## config.mk

```make
export PLATFORM = sky130hd
export DESIGN_NAME = edge_list_text_parser
export DESIGN_NICKNAME = d
export VERILOG_FILES = /design/src/elp_pkg.sv /design/src/elp_parse_core.sv /design/src/elp_out_reg.sv /design/src/edge_list_text_parser.sv
export SDC_FILE = /design/constraint.sdc
export NUM_CORES = 1
export LEC_CHECK = 0
export BUFFER_PORTS_ARGS = -buffer_cell sky130_fd_sc_hd__buf_2
export CAP_MARGIN = 20
export CELL_PAD_IN_SITES_DETAIL_PLACEMENT = 1
export CELL_PAD_IN_SITES_GLOBAL_PLACEMENT = 2
export CORE_ASPECT_RATIO = 1.4
export CORE_MARGIN = 1
export CORE_UTILIZATION = 39
export DETAILED_ROUTE_END_ITERATION = 12
export GPL_TIMING_DRIVEN = 1
export PLACE_DENSITY_LB_ADDON = 0.1
export SLEW_MARGIN = 20
export SYNTH_ARGS = -nofsm -noshare
export SYNTH_HDL_FRONTEND = slang
export SYNTH_SLANG_ARGS = --single-unit
```

## constraint.sdc

```tcl
create_clock -name clk -period 11.7 [get_ports clk]
set_input_delay 1.17 -clock clk [delete_from_list [all_inputs] [get_ports clk]]
set_output_delay 1.17 -clock clk [all_outputs]
set_load 0.01 [all_outputs]
```

## src/elp_pkg.sv

```systemverilog
// Shared types and constants for the edge-list text parser.
// Holds the character codes, the parse phase codes and the result record.
// No dependencies.
package elp_pkg;

    localparam logic [7:0] CH_HASH    = 8'h23;
    localparam logic [7:0] CH_PERCENT = 8'h25;
    localparam logic [7:0] CH_NL      = 8'h0A;
    localparam logic [7:0] CH_TAB     = 8'h09;
    localparam logic [7:0] CH_CR      = 8'h0D;
    localparam logic [7:0] CH_SPACE   = 8'h20;
    localparam logic [7:0] CH_MINUS   = 8'h2D;
    localparam logic [7:0] CH_PLUS    = 8'h2B;
    localparam logic [7:0] CH_ZERO    = 8'h30;
    localparam logic [7:0] CH_NINE    = 8'h39;

    localparam logic [1:0] PH_SPACE  = 2'd0;
    localparam logic [1:0] PH_SIGN   = 2'd1;
    localparam logic [1:0] PH_DIGITS = 2'd2;
    localparam logic [1:0] PH_IGNORE = 2'd3;

    localparam int WORD_W = 32;

    typedef struct packed {
        logic [WORD_W-1:0] max_node_id;
        logic [WORD_W-1:0] edge_weight;
        logic [WORD_W-1:0] dst_node;
        logic [WORD_W-1:0] src_node;
    } elp_result_t;

endpackage

```

## src/elp_parse_core.sv

```systemverilog
// Input register and per-byte line parser for the edge-list text parser.
// Keeps the line state and the running maximum node id; one byte a cycle while out_free is high.
// Depends on elp_pkg.
module elp_parse_core
    import elp_pkg::*;
(
    input  logic        clk,
    input  logic        rst_n,
    input  logic        weighted_mode,
    input  logic        in_valid,
    output logic        in_ready,
    input  logic [7:0]  in_byte,
    input  logic        in_last,
    input  logic        out_free,
    output logic        res_valid,
    output elp_result_t res_data
);

    logic              s1_valid_reg, s1_valid_next;
    logic [7:0]        s1_byte_reg;
    logic              s1_last_reg;

    logic [1:0]        phase_reg, phase_next;
    logic [1:0]        tok_reg, tok_next;
    logic [WORD_W-1:0] acc_reg, acc_next;
    logic              neg_reg, neg_next;
    logic [WORD_W-1:0] src_reg, src_next;
    logic [WORD_W-1:0] dst_reg, dst_next;
    logic [WORD_W-1:0] max_reg, max_next;

    logic              advance;
    logic              good;

    function automatic logic tokens_met(input logic [1:0] tok, input logic wmode);
        tokens_met = (tok == 2'd3) || ((tok == 2'd2) && !wmode);
    endfunction

    function automatic logic is_digit(input logic [7:0] c);
        is_digit = (c >= CH_ZERO) && (c <= CH_NINE);
    endfunction

    assign advance  = s1_valid_reg && out_free;
    assign in_ready = !s1_valid_reg || advance;

    always_comb
    begin
        logic [7:0]        c;
        logic              dig;
        logic              closing;
        logic              do_start;
        logic              do_finish;
        logic [WORD_W-1:0] val;
        logic [WORD_W-1:0] m;

        c        = s1_byte_reg;
        dig      = is_digit(c);
        closing  = (c == CH_NL) || s1_last_reg;
        do_start = 1'b0;
        good     = 1'b0;

        phase_next = phase_reg;
        tok_next   = tok_reg;
        acc_next   = acc_reg;
        neg_next   = neg_reg;
        src_next   = src_reg;
        dst_next   = dst_reg;
        max_next   = max_reg;

        // A newline byte only closes the line; any other byte is parsed first.
        if (c != CH_NL)
        begin
            case (phase_reg)
                PH_SPACE:
                begin
                    do_start = 1'b1;
                end
                PH_SIGN:
                begin
                    if (!tokens_met(tok_reg, weighted_mode) && dig)
                    begin
                        acc_next   = {28'd0, c[3:0]};
                        phase_next = PH_DIGITS;
                    end
                    else
                    begin
                        phase_next = PH_IGNORE;
                    end
                end
                PH_DIGITS:
                begin
                    if (dig)
                    begin
                        acc_next = {acc_reg[WORD_W-4:0], 3'b000}
                                 + {acc_reg[WORD_W-2:0], 1'b0}
                                 + {28'd0, c[3:0]};
                    end
                    else
                    begin
                        do_start = 1'b1;
                    end
                end
                default:
                begin
                    phase_next = PH_IGNORE;
                end
            endcase
        end

        // A non-digit after digits ends the token before it is judged as a new start.
        do_finish = (phase_next == PH_DIGITS) && do_start;
        val = neg_next ? (32'd0 - acc_next) : acc_next;
        if (do_finish)
        begin
            case (tok_next)
                2'd0:
                begin
                    src_next = val;
                    acc_next = '0;
                end
                2'd1:
                begin
                    dst_next = val;
                    acc_next = '0;
                end
                default:
                begin
                    acc_next = val;
                end
            endcase
            neg_next = 1'b0;
            if (tok_next != 2'd3)
            begin
                tok_next = tok_next + 2'd1;
            end
        end

        if (do_start)
        begin
            if (tokens_met(tok_next, weighted_mode))
            begin
                phase_next = PH_IGNORE;
            end
            else if ((c == CH_SPACE) || (c == CH_TAB) || (c == CH_CR))
            begin
                phase_next = PH_SPACE;
            end
            else if ((c == CH_PLUS) || (c == CH_MINUS))
            begin
                neg_next   = (c == CH_MINUS);
                phase_next = PH_SIGN;
            end
            else if (dig)
            begin
                acc_next   = {28'd0, c[3:0]};
                phase_next = PH_DIGITS;
            end
            else
            begin
                // Comment markers and any other character land here.
                phase_next = PH_IGNORE;
            end
        end

        // A token still open when the line closes ends here, after any new start.
        if (closing && (phase_next == PH_DIGITS))
        begin
            val = neg_next ? (32'd0 - acc_next) : acc_next;
            case (tok_next)
                2'd0:
                begin
                    src_next = val;
                    acc_next = '0;
                end
                2'd1:
                begin
                    dst_next = val;
                    acc_next = '0;
                end
                default:
                begin
                    acc_next = val;
                end
            endcase
            neg_next = 1'b0;
            if (tok_next != 2'd3)
            begin
                tok_next = tok_next + 2'd1;
            end
        end

        m = max_reg;
        if (closing)
        begin
            good = tokens_met(tok_next, weighted_mode);
            if (good)
            begin
                if ($signed(src_next) > $signed(m))
                begin
                    m = src_next;
                end
                if ($signed(dst_next) > $signed(m))
                begin
                    m = dst_next;
                end
                max_next = m;
            end
        end

        res_data.src_node    = src_next;
        res_data.dst_node    = dst_next;
        res_data.edge_weight = weighted_mode ? acc_next : 32'd1;
        res_data.max_node_id = m;

        if (closing)
        begin
            phase_next = PH_SPACE;
            tok_next   = 2'd0;
            acc_next   = '0;
            neg_next   = 1'b0;
        end
    end

    assign res_valid = advance && good;

    always_comb
    begin
        s1_valid_next = s1_valid_reg;
        if (in_valid && in_ready)
        begin
            s1_valid_next = 1'b1;
        end
        else if (advance)
        begin
            s1_valid_next = 1'b0;
        end
    end

    always_ff @(posedge clk or negedge rst_n)
    begin
        if (!rst_n)
        begin
            s1_valid_reg <= 1'b0;
            phase_reg    <= PH_SPACE;
            tok_reg      <= 2'd0;
            acc_reg      <= '0;
            neg_reg      <= 1'b0;
            src_reg      <= '0;
            dst_reg      <= '0;
            max_reg      <= '1;
        end
        else
        begin
            s1_valid_reg <= s1_valid_next;
            if (advance)
            begin
                phase_reg <= phase_next;
                tok_reg   <= tok_next;
                acc_reg   <= acc_next;
                neg_reg   <= neg_next;
                src_reg   <= src_next;
                dst_reg   <= dst_next;
                max_reg   <= max_next;
            end
        end
    end

    always_ff @(posedge clk)
    begin
        if (in_valid && in_ready)
        begin
            s1_byte_reg <= in_byte;
            s1_last_reg <= in_last;
        end
    end

endmodule

```

## src/elp_out_reg.sv

```systemverilog
// Result register for the edge-list text parser.
// Holds one finished edge record until the downstream side takes it.
// Depends on elp_pkg.
module elp_out_reg
    import elp_pkg::*;
(
    input  logic        clk,
    input  logic        rst_n,
    input  logic        load,
    input  elp_result_t load_data,
    output logic        free,
    output logic        valid,
    input  logic        ready,
    output elp_result_t data
);

    logic        valid_reg, valid_next;
    elp_result_t data_reg;

    // The register can take a new record when empty or when its beat completes now.
    assign free  = !valid_reg || ready;
    assign valid = valid_reg;
    assign data  = data_reg;

    always_comb
    begin
        valid_next = valid_reg;
        if (load)
        begin
            valid_next = 1'b1;
        end
        else if (ready)
        begin
            valid_next = 1'b0;
        end
    end

    always_ff @(posedge clk or negedge rst_n)
    begin
        if (!rst_n)
        begin
            valid_reg <= 1'b0;
        end
        else
        begin
            valid_reg <= valid_next;
        end
    end

    always_ff @(posedge clk)
    begin
        if (load)
        begin
            data_reg <= load_data;
        end
    end

endmodule

```

## src/edge_list_text_parser.sv

```systemverilog
// Top level of the edge-list text parser: byte stream in, edge records out.
// Depends on elp_pkg, elp_parse_core and elp_out_reg.
//
//  Channel  Direction  Beat contents
//  s_*      in         tdata[7:0] data_byte, tlast last_byte
//  m_*      out        tdata src_node, dst_node, edge_weight, max_node_id (32 bits each)
//  cfg_*    in         cfg_wdata weighted_mode, written when cfg_wen is high
//
// One byte is taken every cycle while m_tready is high. A byte that closes a
// good line shows its record on m_* in this order: the input register takes
// the byte, then the result register loads the record once it is free.
// Reset clears the line state and sets the maximum node id to minus one.
// While the result register holds a beat that m_tready does not take, the
// byte in the input register cannot move on, so s_tready is low; an empty
// input register still takes one byte.
module edge_list_text_parser
    import elp_pkg::*;
(
    input  logic         clk,
    input  logic         rst_n,
    input  logic         cfg_wen,
    input  logic         cfg_wdata,
    input  logic         s_tvalid,
    output logic         s_tready,
    input  logic [7:0]   s_tdata,   // [7:0] data_byte
    input  logic         s_tlast,
    output logic         m_tvalid,
    input  logic         m_tready,
    output logic [127:0] m_tdata    // src_node, dst_node, edge_weight, max_node_id
);

    logic        weighted_reg;
    logic        out_free;
    logic        res_valid;
    elp_result_t res_data;
    elp_result_t out_data;

    always_ff @(posedge clk or negedge rst_n)
    begin
        if (!rst_n)
        begin
            weighted_reg <= 1'b0;
        end
        else if (cfg_wen)
        begin
            weighted_reg <= cfg_wdata;
        end
    end

    elp_parse_core u_core (
        .clk           (clk),
        .rst_n         (rst_n),
        .weighted_mode (weighted_reg),
        .in_valid      (s_tvalid),
        .in_ready      (s_tready),
        .in_byte       (s_tdata),
        .in_last       (s_tlast),
        .out_free      (out_free),
        .res_valid     (res_valid),
        .res_data      (res_data)
    );

    elp_out_reg u_out (
        .clk       (clk),
        .rst_n     (rst_n),
        .load      (res_valid),
        .load_data (res_data),
        .free      (out_free),
        .valid     (m_tvalid),
        .ready     (m_tready),
        .data      (out_data)
    );

    assign m_tdata = out_data;

endmodule

```

== Yosys cells after proc, flatten, opt, wreduce, memory -nomap -nowiden ==
Cells that the tools add are included.

* Flip-flop bits (word level): 273
* Input port bits: 15
* Output and inout bits: 130
* Logic and storage cells: 137

* Add/subtract/negate cells: 6
* Order comparisons: 4
* Equal/unequal tests: 21
* Multiplexer cells: 59
* Reductions and logical operators: 31

{| class="wikitable"
|+ Operator list
! operator !! number
|-
| 2-to-1 mux 32 bit || 29
|-
| > comparator 32 bit || 2
|-
| case mux 32 bit (2 select lines) || 1
|-
| subtractor 1 x 32 -> 32 bit (first input constant) || 2
|-
| adder 32 bit || 1
|-
| adder 32 x 4 -> 32 bit || 1
|-
| equality test 8 x 4 -> 1 bit (second input constant) || 3
|-
| equality test 8 x 6 -> 1 bit (second input constant) || 3
|-
| 2-to-1 mux 2 bit || 11
|-
| equality test 2 bit (second input constant) || 9
|-
| 2-to-1 mux 1 bit || 16
|-
| logical AND 1 bit || 10
|-
| logical OR 1 bit || 9
|-
| greater-or-equal comparator 8 x 6 -> 1 bit (second input constant) || 1
|-
| <= comparator 8 x 6 -> 1 bit (second input constant) || 1
|-
| != test 8 x 4 -> 1 bit (second input constant) || 1
|-
| equality test 2 x 1 -> 1 bit (second input constant) || 3
|-
| zero test 2 bit || 3
|-
| OR reduction 2 bit || 3
|-
| adder 2 x 1 -> 2 bit (second input constant) || 2
|-
| zero test 1 bit || 4
|-
| != test 2 bit (second input constant) || 2
|-
| case mux 2 bit (2 select lines) || 1
|-
| nonzero test 2 bit || 2
|-
| case mux 1 bit (2 select lines) || 1
|}

== Longest topological paths before layout ==
* Word-level depth: 29
* Mapped depth: 57

== Modules after synthesis ==
From an unflattened synthesis, not the netlist that was laid out.

* Cell total of the unflattened synthesis: 2104
* Area total of the unflattened synthesis: 19471.2 sq um

{| class="wikitable"
|+ By module, submodules not included
! module !! instances !! cells an instance !! area each (sq um)
|-
| elp_parse_core || 1 || 1971 || 15539.9
|-
| elp_out_reg || 1 || 131 || 3891.2
|-
| edge_list_text_parser || 1 || 2 || 40.0
|}

== Least setup slack after synthesis ==
OpenSTA, ideal clock, no wires.

* Path type: reg2reg
* From: register u_core.s1_byte_reg[3]
* To: register u_out.data_reg (netlist bit u_out.data[101]), data pin
* Data arrival time: 9995 ps
* Required time: 11435 ps
* Setup slack: 1440 ps
* Stages on the path, launching flop included: 49
* Buffers on the path: 5
* Period minus slack after synthesis: 10260 ps
* Path through: edfxtp_1 buf_2 inv_1 fa_1 fa_1 nand2b_1 a21oi_1 xor2_1 o21a_1 or2_2 or4_4 nor2_4 or3_2 o2111ai_2 or4b_4 o31a_4 o31ai_4 o21ai_2 [... 13 more ...] mux2i_1 ha_1 a21o_1 a21o_1 a21o_1 a21oi_1 nor2b_1 o21ai_0 nand2b_1 a21oi_1 or3_1 a41o_1 o311ai_1 clkbuf_1 clkbuf_1 a21oi_1 nand2_1 o21ai_0

{| class="wikitable"
|+ RTL lines
! what !! line !! text
|-
| start: declaration || elp_parse_core.sv:20 || <nowiki>logic [7:0] s1_byte_reg;</nowiki>
|-
| start signal: assignment || elp_parse_core.sv:271 || <nowiki>s1_byte_reg <= in_byte;</nowiki>
|-
| end signal: assignment || elp_out_reg.sv:54 || <nowiki>data_reg <= load_data;</nowiki>
|-
| end: declaration || elp_out_reg.sv:18 || <nowiki>elp_result_t data_reg;</nowiki>
|}

==> results.py <==
metrics = {
    "outcome": {
        "outcome": "finished, final reports clean",
    },
    "finish": {
        "fillCellCount": 5875,
        "diodes": 0,
        "largest_register_ffs": 128,
        "seqCellArea_um2": 7560,
        "multi_input_area_um2": 11600,
        "areaGrowthSynthToFinish_pct": 14.8,
        "drive_gt1_share_pct": 18.0,
        "layout.nets": 2508,
        "final_core_util_pct": 45.3,
        "final_cells": 3030,
    },
    "critical_path": {
        "critPathMaxFanout": 11,
        "setup.worst_path.end_class": "register",
        "crit_type": "register to register",
        "endpoint": "u_out.data[124]$_DFFE_PP_",
        "r2r_cells": 43,
        "timing.rr.start": "u_core.acc_reg[0]$_DFFE_PN0P_",
        "required_ns": 12.04,
        "cpMostUsedCell": "o21a_1",
        "cp.arrival_ns": 11.50,
        "startpoint": "u_core.acc_reg[0]$_DFFE_PN0P_",
        "r2r-end": "u_out.data[124]$_DFFE_PP_",
        "cp-start-kind": "register",
        "worst-r2r-setup-slack_ns": 0.53,
        "critical-path-slowest-cell": "fa_1",
        "crit_path_max_incr_delay_ns": 0.56,
    },
    "clocking": {
        "clock_path_buffers": 3,
        "cts_hold_buf": 0,
        "cts_htree_levels": 1,
        "clkLatencyLatePin_ns": 0.60,
        "clockRootBuffer": "clkbuf_16",
        "cts_tree": "done",
        "cts_sinks": 273,
        "cts.clk_slew.worst_paths_ns": 0.07,
        "cts_made_buffers": 30,
    },
    "drt": {
        "drc": 0,
        "vias": 17919,
        "drt_pass1_iterations": 5,
        "drt-initial-drc-count": 997,
        "avgRoutedWirePerCell_um": 24.4,
        "ant_nets": 0,
        "totalWireLength_mm": 74.1,
        "avgViaCountPerCell": 5.91,
    },
    "global_route": {
        "grt_overflow_total": 0,
        "grt_max_degree": 84,
        "grt_pass1_wl_mm": 112,
        "grt_pass1_vias": 18419,
        "grt_use_total_pct": 28.7,
        "antenna_found_initial": 0,
    },
    "synth": {
        "synth-async-reset-ratio_pct": 49.8,
        "synth-seq-area-share_pct": 38.3,
        "syn_avg_cell_area_um2": 8.91,
        "synth.distinct_cells": 115,
        "synth_nets": 2361,
        "synth.area.top_cells": "edfxtp_1 21%, dfrtp_1 13%, ha_1 8.1%",
        "yosysMostFrequentCell": "nand2_1",
        "synth_common_cells": "342 x nand2_1, 181 x nor2_1, 159 x o21ai_0",
        "synth_top_area_share_pct": 20.8,
        "yosysWarnings": 0,
        "synth_edf_count": 137,
        "syn_area_um2": 19700,
        "synth-seq-cells": 273,
        "synth_ff_type": "edfxtp_1",
        "yosysTopAreaCell": "edfxtp_1",
        "synthCells": 2216,
    },
    "floorplan": {
        "fp.dieW_um": 192,
        "core_um2": 50000,
        "fp.dieH_um": 268,
        "ios": 145,
        "core.rowCount": 97,
        "dieArea_um2": 51500,
        "start_util_pct": 39.5,
    },
    "pwr": {
        "power_density_nw_per_um2": 221,
        "total_leakage_power_uw": 0.0100,
        "ir_drop_uv": 330,
    },
    "sta": {
        "min_period_ns": 11.17,
        "max_slew_margin_pct": 33.7,
        "tightest_slew_ns": 0.994,
        "fin_skew_ns": 0.0312,
        "fin_crit_sh_pct": 95.5,
        "setup_viol": 0,
        "drv_slew": 0,
        "hold_violations": 0,
        "fin_tns_setup_ns": 0,
        "fmax_mhz": 89.5,
    },
    "placement": {
        "place.gp.congestion": 0.919,
        "post-place-cells": 2971,
        "dpl.hpwl_mm": 55.9,
        "placement.io_buffers": 144,
    },
    "worst_hold_path": {
        "hold_path_class": "register to register",
    },
    "job": {
        "drv_cap": 0,
    },
}
[how the worst min path moves through the flow]
stage | start | endpoint | slack (ns) | cells past startpoint
floorplan | u_core.src_reg[28]$_DFFE_PN0P_ | u_core.src_reg[28]$_DFFE_PN0P_ | 0.45 | 2
global placement | u_core.src_reg[16]$_DFFE_PN0P_ | u_core.src_reg[16]$_DFFE_PN0P_ | 0.46 | 2
detailed placement | u_core.src_reg[13]$_DFFE_PN0P_ | u_core.src_reg[13]$_DFFE_PN0P_ | 0.46 | 2
CTS | u_core.dst_reg[16]$_DFFE_PN0P_ | u_core.dst_reg[16]$_DFFE_PN0P_ | 0.48 | 2
global route | u_core.src_reg[9]$_DFFE_PN0P_ | u_core.src_reg[9]$_DFFE_PN0P_ | 0.50 | 2
finish | u_core.dst_reg[15]$_DFFE_PN0P_ | u_core.dst_reg[15]$_DFFE_PN0P_ | 0.48 | 2
[where the power goes]
group          switching, µW  internal [µW]
logic                   1660           1050
registers               90.8           1210
clock network            435            545
[layout by cell type (no fill, tap or decap), types with 67 or more instances in the layout]
cell type,n
a21oi_1,148
buf_2,143
buf_4,87
dfrtp_1,103
edfxtp_1,137
ha_1,128
inv_1,67
nand2_1,340
nor2_1,180
o21ai_0,156
[kinds of logic after synthesis]
group | Yosys count | share of synthesized area, %
compound gates | 673 | 22.7
xor+xnor | 73 | 3.24
fa+ha+maj | 130 | 8.32
buf+inv | 188 | 3.70
flops | 273 | 38.3
mux | 90 | 4.77
simple gates | 789 | 19.0
[metal layers]
layer / share of wire (%) / global-route usage, %
met5: 0 / 0
met4: 3.7 / 10.5
met3: 2.9 / 2.30
met2: 49 / 49.5
met1: 44 / 37.2
[metrics by stage]
step                      power, µW  hold WS, ns  setup slack, ns  area, µm²
after global placement         3910        0.458            0.562      21500
after CTS                      5000        0.481            0.202      22500
after floorplan                3080        0.446             1.44      19700
after global routing           5350        0.502          -0.0291      22700
after detailed placement       3970        0.464            0.263      21500
final                          5000        0.475            0.531      22700
[cell type report]
cell class,instances,share of cell area [%]
clock buffer,37,3.61
clock inverter,19,0.806
inverter,70,1.18
multi-input combinational,1755,51.2
sequential,273,33.4
tap,643,3.55
timing repair buffer,233,6.25
[repair_timing]
item / in CTS / in global routing
endpoints found under the setup margin: 0 / 64
gates resized for setup: 0 / 24
buffers inserted: 0 / 3
[worst max-delay path: cells and delay by family (launching register included)]
kind            cells  cell delay (ns)
mux                 3             0.90
xor+xnor            3             0.48
buf+inv             3             0.62
simple gates       13             3.38
fa+ha+maj           4             1.65
flops               1             0.43
compound gates     17             3.41
(Power assumes the default switching activity.)
